===== src/rtl/ugns_pkg.sv =====
`timescale 1ns / 1ps
// Shared types and constants of the uniform grid neighbor search block.
// No dependencies; every other file of the block imports this package.
package ugns_pkg;

  localparam int COORD_W  = 16;
  localparam int QUO_W    = COORD_W - 1;
  localparam int SIDE_W   = 15;
  localparam int NCELL_W  = 9;
  localparam int CELL_W   = 8;
  localparam int RANGE_W  = 16;
  localparam int SQ_W     = 2 * RANGE_W;
  localparam int IDX_IN_W = 6;
  localparam int ADDR_W   = 4;
  localparam int DATA_W   = 32;

  localparam logic [NCELL_W-1:0] CELLS_MAX  = 9'd256;
  localparam logic [SIDE_W-1:0]  SIDE_RST   = 15'd64;
  localparam logic [NCELL_W-1:0] CELLS_RST  = 9'd16;

  localparam logic [1:0] REG_CELL_SIDE    = 2'd0;
  localparam logic [1:0] REG_CELLS_ACROSS = 2'd1;
  localparam logic [1:0] REG_CELLS_DOWN   = 2'd2;

  typedef struct packed {
    logic [SIDE_W-1:0]  side;
    logic [NCELL_W-1:0] nx;
    logic [NCELL_W-1:0] ny;
  } cfg_t;

  typedef struct packed {
    logic signed [COORD_W-1:0] x;
    logic signed [COORD_W-1:0] y;
    logic [CELL_W-1:0]         cx;
    logic [CELL_W-1:0]         cy;
  } ent_t;

  typedef struct packed {
    logic signed [COORD_W-1:0] x;
    logic signed [COORD_W-1:0] y;
    logic [CELL_W-1:0]         cx;
    logic [CELL_W-1:0]         cy;
    logic [RANGE_W-1:0]        r;
    logic [SQ_W-1:0]           r2;
  } asker_t;

  typedef struct packed {
    logic                vld;
    logic [IDX_IN_W-1:0] idx;
  } tag_t;

endpackage


===== src/rtl/ugns_dist.sv =====
`timescale 1ns / 1ps
// Three-stage neighbor test on one table entry per advance: cell window and
// axis range, squares, then squared distance against the squared radius.
// Depends on ugns_pkg.
module ugns_dist import ugns_pkg::*; (
  input  logic   clk,
  input  logic   rst_n,
  input  logic   adv,
  input  tag_t   tag,
  input  ent_t   ent,
  input  asker_t ask,
  input  cfg_t   cfg,
  output tag_t   hit
);

  logic [COORD_W:0]   dfx, dfy, adx, ady;
  logic               in_x, in_y, near_x, near_y;
  logic               s2_vld_r, s3_vld_r;
  logic [IDX_IN_W-1:0] s2_idx_r, s3_idx_r;
  logic [RANGE_W-1:0] s2_dx_r, s2_dy_r;
  logic [SQ_W-1:0]    s3_dx2_r, s3_dy2_r;
  logic [SQ_W:0]      sum;

  function automatic logic near_cell(input logic [CELL_W-1:0] c, input logic [CELL_W-1:0] ctr,
                                     input logic [NCELL_W-1:0] n);
    logic [NCELL_W:0] cw, tw;
    cw = (NCELL_W+1)'(c);
    tw = (NCELL_W+1)'(ctr);
    return (cw < {1'b0, n}) && (cw + 1'b1 >= tw) && (cw <= tw + 1'b1);
  endfunction

  always_comb begin
    dfx    = {ask.x[COORD_W-1], ask.x} - {ent.x[COORD_W-1], ent.x};
    dfy    = {ask.y[COORD_W-1], ask.y} - {ent.y[COORD_W-1], ent.y};
    adx    = dfx[COORD_W] ? ('0 - dfx) : dfx;
    ady    = dfy[COORD_W] ? ('0 - dfy) : dfy;
    in_x   = adx <= {1'b0, ask.r};
    in_y   = ady <= {1'b0, ask.r};
    near_x = near_cell(ent.cx, ask.cx, cfg.nx);
    near_y = near_cell(ent.cy, ask.cy, cfg.ny);
  end

  always_ff @(posedge clk) begin
    if (!rst_n) begin
      s2_vld_r <= 1'b0;
      s3_vld_r <= 1'b0;
    end else if (adv) begin
      s2_vld_r <= tag.vld && near_x && near_y && in_x && in_y;
      s3_vld_r <= s2_vld_r;
    end
  end

  always_ff @(posedge clk) begin
    if (adv) begin
      s2_idx_r <= tag.idx;
      s2_dx_r  <= adx[RANGE_W-1:0];
      s2_dy_r  <= ady[RANGE_W-1:0];
      s3_idx_r <= s2_idx_r;
      s3_dx2_r <= s2_dx_r * s2_dx_r;
      s3_dy2_r <= s2_dy_r * s2_dy_r;
    end
  end

  assign sum     = {1'b0, s3_dx2_r} + {1'b0, s3_dy2_r};
  assign hit.vld = s3_vld_r && (sum <= {1'b0, ask.r2});
  assign hit.idx = s3_idx_r;

endmodule


===== config.mk =====
export PLATFORM = sky130hd
export DESIGN_NAME = ugns_dist
export DESIGN_NICKNAME = d
export VERILOG_FILES = /design/src/rtl/ugns_pkg.sv /design/src/rtl/ugns_dist.sv
export SDC_FILE = /design/constraint.sdc
export NUM_CORES = 1
export LEC_CHECK = 0
export ABC_AREA = 1
export BUFFER_PORTS_ARGS = -buffer_cell sky130_fd_sc_hd__buf_4
export CAP_MARGIN = 20
export CORE_UTILIZATION = 65
export CTS_BUF_LIST = sky130_fd_sc_hd__clkbuf_4
export DETAILED_ROUTE_END_ITERATION = 8
export GPL_ROUTABILITY_DRIVEN = 0
export HOLD_SLACK_MARGIN = 0.12
export PLACE_DENSITY = 0.85
export SETUP_SLACK_MARGIN = 0.05
export SLEW_MARGIN = 20
export SYNTH_ARGS = -nofsm -noshare
export SYNTH_HDL_FRONTEND = slang
export SYNTH_SLANG_ARGS = --single-unit

===== constraint.sdc =====
create_clock -name clk -period 12.7 [get_ports clk]
set_clock_uncertainty 0.1 [all_clocks]
set_input_delay 2.54 -clock clk [delete_from_list [all_inputs] [get_ports clk]]
set_output_delay 2.54 -clock clk [all_outputs]
set_load 0.01 [all_outputs]

After elaboration in Yosys (flattened, before gate mapping)
Index checks and enable logic that the tools add are counted.
{ "op_classes": {"add_sub_neg": 9, "mul": 2, "order_cmp": 9, "n_mux": 2, "n_reduce_logical": 9} }
{ "op_table": {"columns": ["op", "n"], "rows": [
  ["$mul A16 B16 Y32", 2],
  ["$add A8 B1 Y9 const B", 4],
  ["$le A17 B16 Y1", 2],
  ["$mux W17", 2],
  ["$sub A1 B17 Y17 const A", 2],
  ["$sub A16 B16 Y17", 2],
  ["$add A32 B32 Y33", 1],
  ["$le A33 B32 Y1", 1],
  ["$ge A9 B8 Y1", 2],
  ["$le A8 B9 Y1", 2],
  ["$lt A8 B9 Y1", 2],
  ["$logic_and A1 B1 Y1", 9]
]} }
{ "word_totals": {"regBits": 110, "in_bits": 187, "out_inout_bits": 7, "elab_cells": 39} }

Depth between registers and ports, before layout
{ "logic_depth": {"depth_word": 8, "ltp_mapped": 33, "mapped_depth_nobuf": 32} }

Worst setup path after synthesis
No wires, ideal clock.
{ "synth_path": {"path_type": "in2out", "from": "in ask[18] in the netlist's numbering", "to": "out hit[6] in the netlist's numbering", "arrival_ns": 3.807, "t_required_ns": 10.060, "path_slack_ns": 6.253, "cell_stages": 10, "n_path_buf": 0, "path_cell_list": "inv_1 > ha_1 > a21oi_1 > nor2_1 > a211oi_1 > o221a_2 > nor2_1 > nor2_1 > nand3_1 > a21oi_1"} }
{ "synth_lines": {"columns": ["item", "line", "source"], "rows": [
  ["start: declaration", "ugns_dist.sv:11", "input asker_t ask,"],
  ["end: declaration", "ugns_dist.sv:13", "output tag_t hit"]
]} }

==> impl_metrics.tcl <==
set metrics [dict create \
    synth_cells 3277 \
    synth_edf_count 106 \
    netlist.area_leader.share 0.254 \
    hold_class "reg2reg" \
    io_buffer_count 178 \
    hold_start "s2_idx_r[2]$_DFFE_PP_" \
    cp-startpoint "ask[8]" \
    status "complete, no violations" \
    synthArstFlopShare 0 \
    dieArea_um2 40300 \
    synth_area_leaders "fa_1 25%, ha_1 19%, inv_1 13%" \
    cp-start-kind "primary input" \
    clk_latency_ps 510 \
    min_period_ps 7120 \
    vias 21131 \
    ctsLongestPathBuffers 2 \
    ys_seq_area_frac 0.125 \
    fin_setup_tns_ps 0 \
    rsz0062_at_grt "false" \
    htreeDepth 3 \
    cts_sinks 108 \
    drt-wirelength-per-cell_um 14.3 \
    ctsResizeCount 0 \
    rows 72 \
    overflow 0 \
    fp.dieW_um 201 \
    cts_tree "yes" \
    ant_nets 0 \
    ys.flop_type "edfxtp_1" \
    nets 4302 \
    ctsHoldBuffers 0 \
    viasPerCell 5.38 \
    syn_area_per_cell_um2 7.84 \
    die_h_um 201 \
    dpl.cell_count 3913 \
    hold_ws_ps 348 \
    final_max_slew_viol_count 0 \
    dpl.hpwl_um 49400 \
    instances_no_fill 3930 \
    yosysMostFrequentCell "inv_1" \
    syn2layout_area_growth_pct 7.29 \
    min_path_cells 0 \
    ys_seq_elements 108 \
    cts_root_buffer "clkbuf_4" \
    firstDrtPassIters 6 \
    crit_fanout 4 \
    cts_buffers 9 \
    finish.utilization 0.710 \
    synth_top_area_cell "fa_1" \
    path_class "in2out" \
    post_cts_buffers 0 \
    cap_violations 0 \
    coreArea_um2 38800 \
    drtIter0Drc 1234 \
    slew-limit-headroom 0.465 \
    yosys_warnings 0 \
    worst_pin_slew_ps 802 \
    grt_pass1_wl_um 97400 \
    antenna_found_initial 1 \
    cp.arrival_ps 4480 \
    start_util 0.662 \
    wl_um 56200 \
    critPathRequiredTime_ps 10060 \
    ios 194 \
    grt_max_degree 69 \
    syn_area_um2 25700 \
    hold_violations 0 \
    grt_pass1_vias 22300 \
    drc 0 \
    synth_nets 4173 \
    clk_pin_slew_ps 160 \
    drive_gt1_frac 0.0730 \
    fmax_mhz 141 \
    fin_crit_sh 0.560 \
    grtUsageTotal 0.289 \
    yosys-top-cells-count "899 x inv_1, 662 x nand2_1, 383 x ha_1" \
    reg2reg_from "s2_dy_r[6]$_DFFE_PP_" \
    endpoint_kind "output port" \
    setup_viol 0 \
    rr_worst_depth 19 \
    synthDistinctLibCells 53 \
]
==> placed cells by master (no fill, tap or decap), types with 12 or more instances in the layout <==
cell      netlist  layout
inv_1         899     899
edfxtp_1      106     106
xor2_1        114     114
nor3_1         26      26
nand2_1       662     662
nand2_2        12      12
nand3_1        88      88
xnor2_1        41      41
a21oi_1       158     158
nor2_1        154     154
nand4_1        46      46
buf_4           1     179
o21bai_1       16      16
nand3b_1       13      13
o21ai_0        52      52
ha_1          383     383
a31oi_1        14      14
fa_1          326     326
==> cell families (layout without fill, tap and decap cells) <==
family | Yosys count | after routing | synth area share
buffers and inverters | 965 | 1099 | 0.141
other | 0 | 1 | 0
XOR/XNOR | 159 | 159 | 0.0553
adder cells (fa/ha/maj) | 709 | 709 | 0.440
flip-flops | 108 | 108 | 0.125
AO/OA/AOI/OAI | 305 | 305 | 0.0684
AND/OR/NAND/NOR | 1031 | 1031 | 0.169
==> state kept, by name, summed over array words and instances (netlist names) <==
name      flops
s3_vld_r      1
s3_dy2_r     31
s2_idx_r      6
s3_dx2_r     31
s2_vld_r      1
s3_idx_r      6
s2_dy_r      16
s2_dx_r      16
==> stage by stage <==
stage / worst slack (ps) / instance area (um^2)
final: 5580 / 27600
after global routing: 5420 / 27600
after CTS: 5670 / 27600
after detailed placement: 5700 / 27500
after global placement: 5710 / 27500
after floorplan: 6250 / 25700
==> worst max-delay path, stage by stage <==
cell	delay [ps]
buf_4	80
inv_1	30
ha_1	340
nand4_1	130
nor4_1	620
nand4_1	170
a21oi_1	370
buf_4	200
==> layout make-up <==
cell class	count	area, um^2
Fill cell	2900	11300
Multi-Input combinational cell	2204	18800
Tap cell	518	648
Clock inverter	7	51.3
Inverter	904	3390
Timing Repair Buffer	179	1340
Clock buffer	9	67.6
Antenna cell	1	2.50
Sequential cell	108	3220
==> layer usage <==
metal | routed length [um] | GRT usage | vias up | part of all wire
met5 | 0 | 0 | - | 0
met4 | 2100 | 0.116 | 0 | 0.037
met3 | 3410 | 0.0373 | 145 | 0.061
met2 | 28500 | 0.528 | 770 | 0.51
met1 | 22200 | 0.343 | 9941 | 0.39
li1 | - | - | 10275 | -
==> path summary, 6_finish.rpt <==
check                                end  slack, ps
setup / recovery                  hit[6]       5580
hold / removal     s3_idx_r[2]$_DFFE_PP_        350
setup reg to reg  s3_dy2_r[28]$_DFFE_PP_       6150
hold reg to reg    s3_idx_r[2]$_DFFE_PP_        350
Power is not shown: default switching activity piles up to over one toggle a cycle in this logic, so the estimate is an artifact.
