==> src/rtl/ugns_pkg.sv <==
`timescale 1ns / 1ps
// Shared types and constants of the uniform grid neighbor search block.
// No dependencies; every other file of the block imports this package.
package ugns_pkg;

  localparam int COORD_W  = 16;
  localparam int QUO_W    = COORD_W - 1;
  localparam int SIDE_W   = 15;
  localparam int NCELL_W  = 9;
  localparam int CELL_W   = 8;
  localparam int RANGE_W  = 16;
  localparam int SQ_W     = 2 * RANGE_W;
  localparam int IDX_IN_W = 6;
  localparam int ADDR_W   = 4;
  localparam int DATA_W   = 32;

  localparam logic [NCELL_W-1:0] CELLS_MAX  = 9'd256;
  localparam logic [SIDE_W-1:0]  SIDE_RST   = 15'd64;
  localparam logic [NCELL_W-1:0] CELLS_RST  = 9'd16;

  localparam logic [1:0] REG_CELL_SIDE    = 2'd0;
  localparam logic [1:0] REG_CELLS_ACROSS = 2'd1;
  localparam logic [1:0] REG_CELLS_DOWN   = 2'd2;

  typedef struct packed {
    logic [SIDE_W-1:0]  side;
    logic [NCELL_W-1:0] nx;
    logic [NCELL_W-1:0] ny;
  } cfg_t;

  typedef struct packed {
    logic signed [COORD_W-1:0] x;
    logic signed [COORD_W-1:0] y;
    logic [CELL_W-1:0]         cx;
    logic [CELL_W-1:0]         cy;
  } ent_t;

  typedef struct packed {
    logic signed [COORD_W-1:0] x;
    logic signed [COORD_W-1:0] y;
    logic [CELL_W-1:0]         cx;
    logic [CELL_W-1:0]         cy;
    logic [RANGE_W-1:0]        r;
    logic [SQ_W-1:0]           r2;
  } asker_t;

  typedef struct packed {
    logic                vld;
    logic [IDX_IN_W-1:0] idx;
  } tag_t;

endpackage

==> src/rtl/ugns_div.sv <==
`timescale 1ns / 1ps
// Restoring divider, one quotient bit per cycle, for the cell index of one axis.
// Depends on ugns_pkg for the coordinate and cell side widths.
module ugns_div import ugns_pkg::*; (
  input  logic              clk,
  input  logic              rst_n,
  input  logic              start,
  input  logic [QUO_W-1:0]  num,
  input  logic [SIDE_W-1:0] den,
  output logic [QUO_W-1:0]  quo,
  output logic              done
);

  localparam int CNT_W = $clog2(QUO_W);
  localparam logic [CNT_W-1:0] CNT_LAST = CNT_W'(QUO_W - 1);

  logic              busy_r;
  logic              done_r;
  logic [CNT_W-1:0]  cnt_r;
  logic [SIDE_W-1:0] rem_r;
  logic [QUO_W-1:0]  quo_r;
  logic [SIDE_W-1:0] den_r;
  logic [SIDE_W:0]   trial;
  logic              ge;
  logic [SIDE_W-1:0] rem_nxt;

  assign trial   = {rem_r, quo_r[QUO_W-1]};
  assign ge      = trial >= {1'b0, den_r};
  assign rem_nxt = ge ? SIDE_W'(trial - {1'b0, den_r}) : SIDE_W'(trial);

  always_ff @(posedge clk) begin
    if (!rst_n) begin
      busy_r <= 1'b0;
      done_r <= 1'b0;
      cnt_r  <= '0;
    end else begin
      done_r <= 1'b0;
      if (start) begin
        busy_r <= 1'b1;
        cnt_r  <= '0;
      end else if (busy_r) begin
        if (cnt_r == CNT_LAST) begin
          busy_r <= 1'b0;
          done_r <= 1'b1;
        end else begin
          cnt_r <= cnt_r + CNT_W'(1);
        end
      end
    end
  end

  always_ff @(posedge clk) begin
    if (start) begin
      quo_r <= num;
      rem_r <= '0;
      den_r <= den;
    end else if (busy_r) begin
      quo_r <= {quo_r[QUO_W-2:0], ge};
      rem_r <= rem_nxt;
    end
  end

  assign quo  = quo_r;
  assign done = done_r;

endmodule

==> config.mk <==
export PLATFORM = sky130hd
export DESIGN_NAME = ugns_div
export DESIGN_NICKNAME = d
export VERILOG_FILES = /design/src/rtl/ugns_pkg.sv /design/src/rtl/ugns_div.sv
export SDC_FILE = /design/constraint.sdc
export NUM_CORES = 1
export LEC_CHECK = 0
export BUFFER_PORTS_ARGS = -buffer_cell sky130_fd_sc_hd__buf_2
export CAP_MARGIN = 15
export CORE_MARGIN = 2
export CORE_UTILIZATION = 54
export DETAILED_ROUTE_END_ITERATION = 12
export PLACE_DENSITY = 0.78
export RECOVER_POWER = 100
export SLEW_MARGIN = 30
export SYNTH_ARGS = -nofsm -noshare
export SYNTH_HDL_FRONTEND = slang
export SYNTH_SLANG_ARGS = --single-unit
==> constraint.sdc <==
create_clock -name clk -period 5.1 [get_ports clk]
set_input_delay 0.765 -clock clk [delete_from_list [all_inputs] [get_ports clk]]
set_output_delay 0.765 -clock clk [all_outputs]
set_load 0.05 [all_outputs]
# Word level (Yosys, flattened, before mapping)
# Index checks and enable logic that the tools add are counted.
[word_totals]
output_inout_bits = 16
register_bits = 51
word_cells = 24
input_bits = 33
[op_classes]
muxes = 7
eq_ne = 1
add_sub_neg = 2
n_lt_le_gt_ge = 1
bitwise = 3
reduce_logical = 4
[ops]
columns = ["operator", "n"]
rows = [
  ["two-way mux 15 bit", 3],
  [">= comparator 16 x 15 -> 1 bit", 1],
  ["subtractor 15 bit", 1],
  ["adder 4 x 1 -> 4 bit (second input constant)", 1],
  ["== test 4 bit (second input constant)", 1],
  ["two-way mux 1 bit", 4],
  ["inverter 1 bit", 3],
  ["OR reduction 3 bit", 1],
  ["AND reduction 2 bit", 1],
  ["nonzero test 2 bit", 1],
  ["OR reduction 2 bit", 1],
]

# Logic depth before layout (Yosys ltp)
[depth]
ltp_word = 4
ltp_mapped = 11
depth_no_buf = 10

# Worst setup path after synthesis
# Ideal clock, no wire load.
[synth_timing]
kind = "register -> register"
startpoint = "register quo_r[14], in the netlist quo[14]"
endpoint = "register rem_r[0]"
required_ns = 5.009
period_less_slack_ns = 2.799
setup_slack_ns = 2.301
setup_time_ns = 0.091
path_buffers = 0
stages_incl_launch_ff = 11
arrival_ns = 2.708
cell_sequence = "edfxtp_1 inv_1 ha_1 fa_1 nand2b_1 a21oi_2 a41o_1 a21oi_1 o31a_4 or2_2 a311oi_1"
[synth_via]
elab_chain_len = 2
word_cells_on_any_way = 3
classes_between = "add/sub (1); order compare (1); mux (1)"
[synth_lines]
columns = ["element", "line", "rtl"]
rows = [
  ["start, declared", "ugns_div.sv:21", "logic [QUO_W-1:0] quo_r;"],
  ["start signal, assigned", "ugns_div.sv:54", "quo_r <= num;"],
  ["start signal, assigned", "ugns_div.sv:58", "quo_r <= {quo_r[QUO_W-2:0], ge};"],
  ["subtractor 15 bit or >= comparator 16 x 15 -> 1 bit (tied branches)", "ugns_div.sv:29, ugns_div.sv:28", ""],
  ["two-way mux 15 bit (*)", "ugns_div.sv:29", "assign rem_nxt = ge ? SIDE_W'(trial - {1'b0, den_r}) : SIDE_W'(trial);"],
  ["end signal, assigned", "ugns_div.sv:59", "rem_r <= rem_nxt;"],
  ["end, declared", "ugns_div.sv:20", "logic [SIDE_W-1:0] rem_r;"],
]
# Mark *: on every way between the ends. The rest lies on a longest branch, timed or not.
# A chain may end at the register's enable or synchronous reset.

# Worst setup path after layout
[layout_timing]
startpoint = "register rem_r[10]"
endpoint = "register rem_r[8]"
[layout_via]
elab_chain_len = 2
[layout_lines]
columns = ["element", "line", "rtl"]
rows = [
  [">= comparator 16 x 15 -> 1 bit", "ugns_div.sv:28", "assign ge = trial >= {1'b0, den_r};"],
  ["two-way mux 15 bit", "ugns_div.sv:29", ""],
]
# Every way passes these cells.

==> metrics.md <==
| Metric | Value |
|---|---|
| Top cell type's share of synthesized area | `33.0%` |
| Die ar. | `5650 um2` |
| Capture point of the worst reg-to-reg path | `rem_r[8]` |
| Synthesized Nets | `299` |
| Commonest cells post-synth | `30 x edfxtp_1, 24 x nor2_1, 21 x dfxtp_1` |
| HP Class | `flip-flop to flip-flop` |
| Area Overhead vs Synth | `11.4%` |
| Wire length per cell | `13.9 um` |
| Peak supply drop | `0.159 mV` |
| Status | `finished, violations left` |
| Hold buffers post-CTS | `0` |
| CTS HTree Levels | `2` |
| Crit path capture type | `flip-flop` |
| Post-Syn Area | `2730 um2` |
| Vias in the first global route | `1,827` |
| R2R Path Start | `rem_r[10]` |
| Synth Flop Type | `edfxtp_1` |
| RSZ-0062 raised after global routing | `no` |
| Clk buf depth | `2` |
| Placed cells | `355` |
| Worst setup path class | `flip-flop to flip-flop` |
| Top Ports | `49` |
| Pin count of the biggest net entering global routing | `44` |
| Hold Startpoint | `rem_r[14]` |
| Worst reg2reg setup slack | `1.72 ns` |
| # Max-Cap Violations | `1` |
| Setup Buffers After CTS | `0` |
| Number of synthesized flops with an enable pin | `30` |
| CTS Buf Count | `5` |
| Detail Route Antenna Nets | `0` |
| Die X | `75.2 um` |
| Mapped Cells | `248` |
| Synth top area cells | `edfxtp_1 33%, dfxtp_1 15%, ha_1 7.8%` |
| Pleak | `0.00130 uW` |
| CP startpoint kind | `flip-flop` |
| Synth warn | `0` |
| CTS tree | `done` |
| Data required, critical path | `5.19 ns` |
| Post-synthesis sequential area ratio | `48.3%` |
| Final setup viols | `0` |
| Avg Cell Area, Syn | `11.0 um2` |
| Final non-filler cell total | `363` |
| Fin. max-slew vios | `44` |
| Flop and latch count out of synthesis | `51` |
| Most common cell in the netlist | `edfxtp_1` |
| Initial DRT Pass Iterations | `4` |
| WL final | `5040 um` |
| Final hold vios | `0` |
| Hold path depth | `2` |
| Post-DP HPWL | `3630 um` |
| Worst Tran Pin Value | `2.09 ns` |
| Worst Skew | `0.0141 ns` |
| DR iter-0 viols | `122` |
| Asr flop ratio synth | `0%` |
| Setup WS post-layout | `1.72 ns` |
| Clock transition at the registers of the reported paths | `0.09 ns` |
| Minimum clock period | `3.38 ns` |
| Largest area contributor in the netlist | `edfxtp_1` |
| Area of the core | `4820 um2` |
| Power per cell area | `306 nW/um2` |
| Gr ovfl total | `0` |
| Routed vias | `1,926` |
| Gr usage total | `18.6%` |
| Post-place setup slack | `2.39 ns` |
| Setup tns final | `0 ns` |
| Root buffer cell | `clkbuf_8` |
| Hold Path End | `rem_r[14]` |
| Maximum clock rate | `296 MHz` |
| Initial Util | `56.8%` |
| First-pass GRT wire length | `7970 um` |
| Clock Latency Late Sink | `0.31 ns` |
| GPL Wtd Cong | `0.805` |
| Port Buf Inserts | `48` |
| Number of clock sinks | `51` |
| Site row count | `25` |
| Worst Path Max Fanout | `22` |
| Worst relative slew slack | `-39.3%` |
| Drt drc | `0` |
| Via density | `5.31` |
| # diodes | `0` |
| Final Net Count | `346` |
| Antenna violations before repair | `0` |
| Failing checks | `max-capacitance violations, max-slew violations` |
| Post-synthesis cell type count | `41` |
| Reg2reg path depth | `8` |
| Period utilisation layout | `66.3%` |
| Post_cts resized | `0` |
| Fraction of layout instances using a drive strength above 1 | `17.9%` |
| Die Y | `75.2 um` |
| Critical Path AT | `3.48 ns` |
[kinds of logic after synthesis]
family	Yosys count	share of synthesized area, %
multiplexers	24	9.43
buffers and inverters	28	4.48
flip-flops	51	48.3
adder cells (fa/ha/maj)	18	8.51
XOR/XNOR	15	4.81
AO/OA/AOI/OAI	56	15.1
AND/OR/NAND/NOR	56	9.38
[layout by cell type, fill, tap and decap left out, types with 11 or more instances in the layout]
cell	synthesis	final
a21oi_1	11	12
buf_2	1	31
clkbuf_1	6	17
dfxtp_1	21	21
edfxtp_1	30	30
ha_1	17	17
inv_1	20	20
mux2_2	14	12
nand2_1	13	13
nor2_1	24	24
o21ai_0	11	11
[metal layers]
metal | up-vias | GRT usage (%) | wire (um) | part of all wire [%]
met5 | - | 0 | 0 | 0
met4 | 0 | 7.60 | 51 | 1.0
met3 | 4 | 2.95 | 173 | 3.4
met2 | 32 | 31.0 | 2500 | 50
met1 | 892 | 24.3 | 2310 | 46
li1 | 998 | - | - | -
[state kept, by name, indices dropped and copies added (netlist names)]
signal  cells
busy_r      1
quo        15
rem_r      15
den_r      15
done        1
cnt_r       4
[worst max-delay path: stages, from the launching register on]
cell	delay (ns)
dfxtp_1	0.35
ha_1	0.39
a21oi_1	0.31
o21a_1	0.20
nor2_1	0.04
a2111oi_0	0.58
o31a_1	0.91
mux2i_1	0.29
a211oi_1	0.09
[how the worst max path moves through the flow]
stage / start / cells past startpoint / slack, ns / end
after detailed placement: quo[14] / 10 / 2.39 / rem_r[0]
final: rem_r[10] / 8 / 1.72 / rem_r[8]
after CTS: quo[14] / 10 / 2.36 / rem_r[0]
after floorplan: quo[14] / 10 / 2.30 / rem_r[0]
after global routing: start / 3 / 1.45 / quo[11]
after global placement: quo[14] / 10 / 2.46 / rem_r[0]
[per-stage QoR]
stage | total power [uW] | instance area (um2) | utilization, % | hold WS, ns
floorplan | 663 | 2730 | - | 0.453
global placement | 712 | 3010 | 62.5 | 0.495
detailed placement | 715 | 3010 | 62.5 | 0.494
CTS | 945 | 3100 | 64.3 | 0.508
global route | 977 | 3050 | 63.2 | 0.500
finish | 932 | 3050 | 63.2 | 0.486
[where the power goes]
part	switching [uW]	internal [uW]
registers	18.8	470
clock network	135	95.9
logic	134	78.4
total	287	645
[final cells by class]
class | instances | area [um2]
clock buffer | 5 | 68.8
tap | 67 | 83.8
fill | 432 | 1770
clock inverter | 3 | 20.0
timing repair buffer | 48 | 219
sequential | 51 | 1320
inverter | 20 | 75.1
multi-input combinational | 169 | 1260
(Power assumes the default switching activity.)
