$ cat src/rtl/ugns_pkg.sv
`timescale 1ns / 1ps
// Shared types and constants of the uniform grid neighbor search block.
// No dependencies; every other file of the block imports this package.
package ugns_pkg;

  localparam int COORD_W  = 16;
  localparam int QUO_W    = COORD_W - 1;
  localparam int SIDE_W   = 15;
  localparam int NCELL_W  = 9;
  localparam int CELL_W   = 8;
  localparam int RANGE_W  = 16;
  localparam int SQ_W     = 2 * RANGE_W;
  localparam int IDX_IN_W = 6;
  localparam int ADDR_W   = 4;
  localparam int DATA_W   = 32;

  localparam logic [NCELL_W-1:0] CELLS_MAX  = 9'd256;
  localparam logic [SIDE_W-1:0]  SIDE_RST   = 15'd64;
  localparam logic [NCELL_W-1:0] CELLS_RST  = 9'd16;

  localparam logic [1:0] REG_CELL_SIDE    = 2'd0;
  localparam logic [1:0] REG_CELLS_ACROSS = 2'd1;
  localparam logic [1:0] REG_CELLS_DOWN   = 2'd2;

  typedef struct packed {
    logic [SIDE_W-1:0]  side;
    logic [NCELL_W-1:0] nx;
    logic [NCELL_W-1:0] ny;
  } cfg_t;

  typedef struct packed {
    logic signed [COORD_W-1:0] x;
    logic signed [COORD_W-1:0] y;
    logic [CELL_W-1:0]         cx;
    logic [CELL_W-1:0]         cy;
  } ent_t;

  typedef struct packed {
    logic signed [COORD_W-1:0] x;
    logic signed [COORD_W-1:0] y;
    logic [CELL_W-1:0]         cx;
    logic [CELL_W-1:0]         cy;
    logic [RANGE_W-1:0]        r;
    logic [SQ_W-1:0]           r2;
  } asker_t;

  typedef struct packed {
    logic                vld;
    logic [IDX_IN_W-1:0] idx;
  } tag_t;

endpackage

$ cat src/rtl/ugns_cfg.sv
`timescale 1ns / 1ps
// Configuration register file behind the APB-style port.
// Depends on ugns_pkg; delivers the grid setup with zero and oversize values folded.
module ugns_cfg import ugns_pkg::*; (
  input  logic              clk,
  input  logic              rst_n,
  input  logic              psel,
  input  logic              penable,
  input  logic              pwrite,
  input  logic [ADDR_W-1:0] paddr,
  input  logic [DATA_W-1:0] pwdata,
  output logic [DATA_W-1:0] prdata,
  output cfg_t              cfg
);

  logic [SIDE_W-1:0]  side_r;
  logic [NCELL_W-1:0] across_r;
  logic [NCELL_W-1:0] down_r;
  logic               wr_en;
  logic [1:0]         reg_sel;

  assign wr_en   = psel && penable && pwrite;
  assign reg_sel = paddr[3:2];

  always_ff @(posedge clk) begin
    if (!rst_n) begin
      side_r   <= SIDE_RST;
      across_r <= CELLS_RST;
      down_r   <= CELLS_RST;
    end else if (wr_en) begin
      unique case (reg_sel)
        REG_CELL_SIDE:    side_r   <= pwdata[SIDE_W-1:0];
        REG_CELLS_ACROSS: across_r <= pwdata[NCELL_W-1:0];
        REG_CELLS_DOWN:   down_r   <= pwdata[NCELL_W-1:0];
        default: ;
      endcase
    end
  end

  always_comb begin
    unique case (reg_sel)
      REG_CELL_SIDE:    prdata = DATA_W'(side_r);
      REG_CELLS_ACROSS: prdata = DATA_W'(across_r);
      REG_CELLS_DOWN:   prdata = DATA_W'(down_r);
      default:          prdata = '0;
    endcase
  end

  function automatic logic [NCELL_W-1:0] fold_cells(input logic [NCELL_W-1:0] n);
    logic [NCELL_W-1:0] v;
    if (n == '0) v = NCELL_W'(1);
    else if (n > CELLS_MAX) v = CELLS_MAX;
    else v = n;
    return v;
  endfunction

  always_comb begin
    cfg.side = (side_r == '0) ? SIDE_W'(1) : side_r;
    cfg.nx   = fold_cells(across_r);
    cfg.ny   = fold_cells(down_r);
  end

endmodule

$ cat config.mk
export PLATFORM = sky130hd
export DESIGN_NAME = ugns_cfg
export DESIGN_NICKNAME = d
export VERILOG_FILES = /design/src/rtl/ugns_pkg.sv /design/src/rtl/ugns_cfg.sv
export SDC_FILE = /design/constraint.sdc
export NUM_CORES = 1
export LEC_CHECK = 0
export BUFFER_PORTS_ARGS = -buffer_cell sky130_fd_sc_hd__buf_2
export CORE_AREA = 2 2 69 71
export DETAILED_ROUTE_END_ITERATION = 12
export DIE_AREA = 0 0 71 73
export PLACE_DENSITY = 0.77
export SYNTH_ARGS = -nofsm -noshare
export SYNTH_HDL_FRONTEND = slang
export SYNTH_SLANG_ARGS = --single-unit
export TNS_END_PERCENT = 20
$ cat constraint.sdc
create_clock -name clk -period 1.31 [get_ports clk]
set_input_delay 0.0655 -clock clk [delete_from_list [all_inputs] [get_ports clk]]
set_output_delay 0.0655 -clock clk [all_outputs]
set_load 0.005 [all_outputs]
Yosys cells after proc, flatten, opt, wreduce, memory -nomap -nowiden
Cells that the tools add are included.
- register bits after elaboration: 33
- bits in latches: 0
- bits in writable memories: 0
- bits in read-only memories: 0
- input bits: 41
- output and inout port bits: 65
- word-level logic and storage cells: 22
- memories: 0
- add/sub/neg operators: 0
- multipliers: 0
- div/mod/pow operators: 0
- $lt $le $gt $ge: 2
- eq/ne operators: 2
- shift-type cells: 0
- mux-type cells: 6
- bitwise logic cells: 0
- reduce and logical (&&, ||, !) cells: 9
- operators by type and width (cell ; count):
    case mux 15 bit (3 select lines) ; 1
    two-way mux 9 bit ; 4
    > comparator 9 bit, second input constant ; 2
    zero test 9 bit ; 2
    zero test 15 bit ; 1
    two-way mux 15 bit ; 1
    AND reduction 2 bit ; 3
    equality test 2 x 1 -> 1 bit, second input constant ; 1
    equality test 2 bit, second input constant ; 1
    logical AND 1 bit ; 2
    zero test 2 bit ; 1

Logic depth before layout (Yosys ltp)
Gate-level depths: netlist of the first run.
- depth in word-level cells: 3
- gate-level depth with buffers: 5
- mapped depth without buffers: 3

Least setup slack after synthesis of the first run
No wires, ideal clock.
- kind: input to register
- from: input paddr[3]
- to: register side_r[6]
- setup time: 0.079 ns
- arrival: 0.915 ns
- required time: 1.231 ns
- setup slack: 0.316 ns
- stages: 3
- path buffers: 1
- cells stage by stage: buf_2 or4b_2 o211ai_1
- cells in the longest elaborated chain, start to end: 2
- RTL lines (item ; line ; source):
    start: declaration ; ugns_cfg.sv:10 ; input logic [ADDR_W-1:0] paddr,
    zero test 2 bit ; ugns_cfg.sv:31 ; unique case (reg_sel)
    AND reduction 2 bit (no source line) ; -- ;
    end signal: assignment ; ugns_cfg.sv:32 ; REG_CELL_SIDE: side_r <= pwdata[SIDE_W-1:0];
    end: declaration ; ugns_cfg.sv:16 ; logic [SIDE_W-1:0] side_r;
No other way between the ends.
A chain may end at the register's enable or synchronous reset.

==> flow_metrics.tcl, run 1 <==
set metrics [dict create \
    status "complete, but fails checks" \
    violations "negative setup slack" \
    yosys_warnings 0 \
    seqPwrFrac 0.515 \
    wl_per_cell_um 13.0 \
    nFillCells 436 \
    postSynthAreaPerCell_um2 8.14 \
    crit_path_end_kind "primary output" \
    viasPerCell 4.78 \
    cts_root_buf "clkbuf_8" \
    path_max_fanout 4 \
    ant_nets 0 \
    cp-start-kind "register" \
    power_frac_clock 0.377 \
    drt_iter0_markers 69 \
    rows 25 \
    worstMarginPinSlew_ns 0.542 \
    grt_overflow_total 0 \
    dp_hpwl_um 3390 \
    p_per_area_mw_per_mm2 864 \
    ys_top_cells_by_area "dfxtp_1 (35%), mux2i_1 (22%), nand2_1 (11%)" \
    grt_max_degree 16 \
    crit_path_top_delay_cell "dfxtp_1" \
    slew_violations 0 \
    drtPass1Iterations 4 \
    die_y_um 73 \
    clk_pin_slew_ns 0.06 \
    drv_cap 0 \
    drc 0 \
    dr_total_vias 1626 \
    cts_tree "yes" \
    portBuffers 69 \
    worstSkewPairLatency_ns 0.28 \
    swShare 0.238 \
    synth_top_cell_by_area "dfxtp_1" \
    rsz0062_at_grt "yes" \
    crit_required_ns 1.24 \
    numCtsBuffers 5 \
    io_pins 106 \
    mostFrequentLayoutCell "buf_2" \
    cts.sinks 33 \
    layout_common_cells "buf_2 (69), nand2_1 (54), mux2i_1 (41)" \
    setup_ws_ns -0.00569 \
    ir_drop_uv 423 \
    cp.arrival_ns 1.25 \
    drive_above_1_share 0.350 \
    synth_top_area_share 0.353 \
    p_sw_w 0.000478 \
    ys_types 24 \
    worstRegToRegCells 2 \
    gp_congestion 0.816 \
    antenna_found_initial 0 \
    die_width_um 71 \
    crit_family "flip-flops" \
    cp.depth 3 \
    num_antenna_cells 0 \
    hold_viol 0 \
    max_clock_freq_mhz 760 \
    p_leak_nw 1.17 \
    clk_path_buf_depth 2 \
    slew_headroom 0.639 \
    p_comb_frac 0.108 \
    start_util 0.413 \
    syn_to_final_growth_pct 24.2 \
    yosysSeqAreaShare 0.353 \
    critPathMaxStageDelay_ns 0.33 \
    fin_util 0.513 \
    critPathBufInv 1 \
    core_mm2 0.00454 \
    grt_pass1_vias 1460 \
    worstPathCellList "nor4_1 -> a41o_1 -> buf_2" \
    fin_crit_ns 1.32 \
    htreeDepth 2 \
    place_ws_ns 0.0468 \
    syn_area_mm2 0.00187 \
    whs_path_depth 3 \
    grt_usage 0.174 \
    worstSetupPathType "reg2out" \
    skew_ns 0 \
    dieArea_mm2 0.00518 \
    ys_ff_latch 33 \
    grt_pass1_wl_um 6920 \
    synthCells 230 \
    wl_um 4400 \
    intPower_w 0.00153 \
    min_period_over_period 1.00 \
    setup_viol 1 \
    layout.nets 327 \
    hold_path_class "in2reg" \
]
==> power by group through the flow <==
stage / combinational, W / sequential, W / clock, W
after floorplan: 0.000162 / 0.00105 / 0
after global placement: 0.000211 / 0.00105 / 0
after detailed placement: 0.000214 / 0.00105 / 0
after CTS: 0.000216 / 0.00103 / 0.000789
after global routing: 0.000244 / 0.00104 / 0.000818
final: 0.000217 / 0.00103 / 0.000759
==> cell type report <==
type                    count  area, um^2  share of cell area
repair buffers             80         440               0.189
clock buffers               7        86.3              0.0371
well taps                  54        67.6              0.0290
inverters                   1        3.75             0.00161
multi-input cells         165        1060               0.455
flip-flops and latches     33         669               0.288
==> kinds of logic after synthesis <==
group / after synthesis / share of synthesized area
simple gates: 94 / 0.246
compound gates: 13 / 0.0387
buf+inv: 48 / 0.141
flops: 33 / 0.353
mux: 41 / 0.219
other cells: 1 / 0.00200
==> sequential cells by signal, summed over array words and instances, names as in the netlist <==
register,cells
side_r,15
down_r,9
across_r,9
==> per-stage QoR <==
| step | cell area (um^2) | instances | TNS (ns) | hold WS (ns) | total power [W] |
|---|---|---|---|---|---|
| 2_1_floorplan | 1930 | 246 | 0 | 0.208 | 0.00121 |
| 3_3_place_gp | 2180 | 333 | 0 | 0.315 | 0.00126 |
| 3_5_place_dp | 2180 | 333 | 0 | 0.321 | 0.00127 |
| 4_1_cts | 2300 | 340 | -0.0490 | 0.0147 | 0.00204 |
| 5_1_grt | 2330 | 340 | -0.153 | 0.0331 | 0.00210 |
| 6_report | 2330 | 340 | -0.00569 | 0.0236 | 0.00201 |
==> path summary, 6_finish.rpt <==
kind	from	end	slack, ns
worst min register to register	across_r[0]	across_r[0]	0.48
worst max-delay path	side_r[12]	cfg[18]	-0.006
worst max register to register	across_r[8]	across_r[8]	0.51
worst min-delay path	pwdata[9]	side_r[9]	0.02
==> timing repair <==
item	CTS	global route
setup endpoints to repair	4	4
endpoints found under the hold margin	0	0
setup buffers	0	0
resized for setup	7	7
hold buffers	0	0
pin swaps	1	6
==> per-layer routing <==
layer | vias up | global-route usage | share of wire
met5 | - | 0 | 0
met4 | 0 | 0.0692 | 0.012
met3 | 5 | 0.0511 | 0.071
met2 | 68 | 0.270 | 0.47
met1 | 738 | 0.227 | 0.45
li1 | 815 | - | -
==> synth_stat cells, drive strengths merged <==
cell type,number
nand2,54
mux2i,41
dfxtp,33
buf,25
clkbuf,22
nor2b,18
o21ai,9
and2,6
nor4,5
nor2,4
nor3,3
a21oi,2
a41o,1
conb,1
inv,1
nand3,1
nor3b,1
o211ai,1
or3b,1
or4b,1
==> tightest hold or removal path, cell delays in order <==
cell	delay, ns
buf_2	0.09
nand2_1	0.04
mux2i_1	0.05
Power figures use the tool's default switching activity.
==> run 2, diff against run 1 <==
- CORE_AREA: 2 2 69 71 -> 2 2 67 69
- DIE_AREA: 0 0 71 73 -> 0 0 69 71
- PLACE_DENSITY: 0.77 -> 0.81
- clock period: 1.31 -> 1.52 ns (I/O delays scaled with it)
==> flow_metrics.tcl, run 2 (same netlist as run 1, synthesis figures left out) <==
set metrics [dict create \
    status "complete, no violations" \
    cp.depth 4 \
    p_sw_w 0.000417 \
    min_period_over_period 0.945 \
    top_regs "side_r: 15 flops, across_r: 9 flops, down_r: 9 flops" \
    dieArea_mm2 0.00490 \
    nFillCells 428 \
    slew_headroom 0.636 \
    drtPass1Iterations 4 \
    grt_pass1_wl_um 7020 \
    cts_root_buf "clkbuf_8" \
    die_width_um 69 \
    largest_reg_flops 15 \
    gp_congestion 0.834 \
    syn_to_final_growth_pct 18.2 \
    worstSkewPairLatency_ns 0.28 \
    start_util 0.446 \
    num_antenna_cells 0 \
    viasPerCell 4.90 \
    grt_max_degree 34 \
    startpoint "down_r[4]" \
    worstMarginPinSlew_ns 0.545 \
    crit_family "simple AND/OR/NAND/NOR gates" \
    rsz0062_at_grt "no" \
    finalSetupTns_ns 0 \
    clk_pin_slew_ns 0.06 \
    cts_setup_buffers 0 \
    power_frac_clock 0.371 \
    numCtsBuffers 5 \
    dp_hpwl_um 3320 \
    grt_pass1_vias 1487 \
    drt_iter0_markers 101 \
    crit_path_end_kind "primary output" \
    seqPwrFrac 0.526 \
    cts.sinks 33 \
    p_per_area_mw_per_mm2 764 \
    cp-start-kind "register" \
    worstSetupPathType "reg2out" \
    grt_usage 0.181 \
    worstPathCellList "nor4_2 -> a21oi_1 -> nor2_1 -> buf_2" \
    max_clock_freq_mhz 697 \
    dr_total_vias 1638 \
    core_mm2 0.00420 \
    crit_path_top_delay_cell "nor4_2" \
    hold_path_class "in2reg" \
    p_comb_frac 0.103 \
    skew_ns 0 \
    grt_overflow_total 0 \
    die_y_um 71 \
    htreeDepth 2 \
    layout_common_cells "buf_2 (69), nand2_1 (54), mux2i_1 (41)" \
    drc 0 \
    drv_cap 0 \
    critPathBufInv 1 \
    intPower_w 0.00127 \
    ir_drop_uv 420 \
    clk_path_buf_depth 2 \
    regMostFlops "side_r" \
    wl_per_cell_um 13.3 \
    portBuffers 69 \
    setup_viol 0 \
    antenna_found_initial 0 \
    p_leak_nw 1.12 \
    path_max_fanout 4 \
    placed_area_mm2 0.00213 \
    io_pins 106 \
    slew_violations 0 \
    ant_nets 0 \
    mostFrequentLayoutCell "buf_2" \
    layout.nets 322 \
    wl_um 4450 \
    whs_path_depth 3 \
    cp.arrival_ns 1.36 \
    reg2reg_from "down_r[8]" \
    swShare 0.246 \
    cts_tree "yes" \
    rows 24 \
    fin_area_mm2 0.00221 \
    critPathMaxStageDelay_ns 0.37 \
    drive_above_1_share 0.298 \
    worstRegToRegCells 2 \
    hold_viol 0 \
    place_ws_ns 0.247 \
    min_from "pwdata[9]" \
    setup_ws_ns 0.0843 \
    fin_crit_ns 1.44 \
    crit_required_ns 1.44 \
]
## run 2: timing repair
action                     CTS  global route
hold buffers                 0             0
setup endpoints to repair    0             1
resized for setup            0             1
## run 2: worst paths after layout
kind                                    end  slack, ns
worst min-delay path              side_r[9]       0.03
worst min register to register  across_r[2]       0.49
worst max register to register    down_r[8]       0.66
worst max-delay path                 cfg[0]       0.08
## run 2: power groups by stage
| stage | combinational (W) | clock [W] | sequential (W) |
|---|---|---|---|
| 2_1_floorplan | 0.000140 | 0 | 0.000903 |
| 3_3_place_gp | 0.000170 | 0 | 0.000908 |
| 3_5_place_dp | 0.000174 | 0 | 0.000909 |
| 4_1_cts | 0.000174 | 0.000645 | 0.000889 |
| 5_1_grt | 0.000192 | 0.000702 | 0.000891 |
| 6_report | 0.000174 | 0.000628 | 0.000890 |
## run 2: layer usage
| layer | share of wire | global-route usage | wire length (um) | up-vias |
|---|---|---|---|---|
| met5 | 0 | 0 | 0 | - |
| li1 | - | - | - | 807 |
| met4 | 0.018 | 0.0784 | 82 | 0 |
| met3 | 0.063 | 0.0328 | 282 | 8 |
| met1 | 0.43 | 0.227 | 1910 | 762 |
| met2 | 0.49 | 0.304 | 2180 | 61 |
## run 2: final cells by class
type	count	area [um^2]	share of cell area
Tap cell	52	65.1	0.0294
Sequential cell	33	661	0.298
Clock buffer	8	80.1	0.0362
Inverter	1	3.75	0.00169
Multi-Input combinational cell	165	1010	0.458
Timing Repair Buffer	75	390	0.176
## run 2: worst reg2reg max path, stage by stage, from the launching register on
cell and delay (ns):
dfxtp_1 0.57, nand2_1 0.09, mux2i_1 0.13
## run 2: through the flow
stage / util / hold WS (ns) / power [W] / instances
after floorplan: - / 0.218 / 0.00104 / 246
after global placement: 0.506 / 0.324 / 0.00108 / 326
after detailed placement: 0.506 / 0.333 / 0.00108 / 326
after CTS: 0.525 / 0.0234 / 0.00171 / 334
after global routing: 0.527 / 0.0369 / 0.00178 / 334
final: 0.527 / 0.0275 / 0.00169 / 334
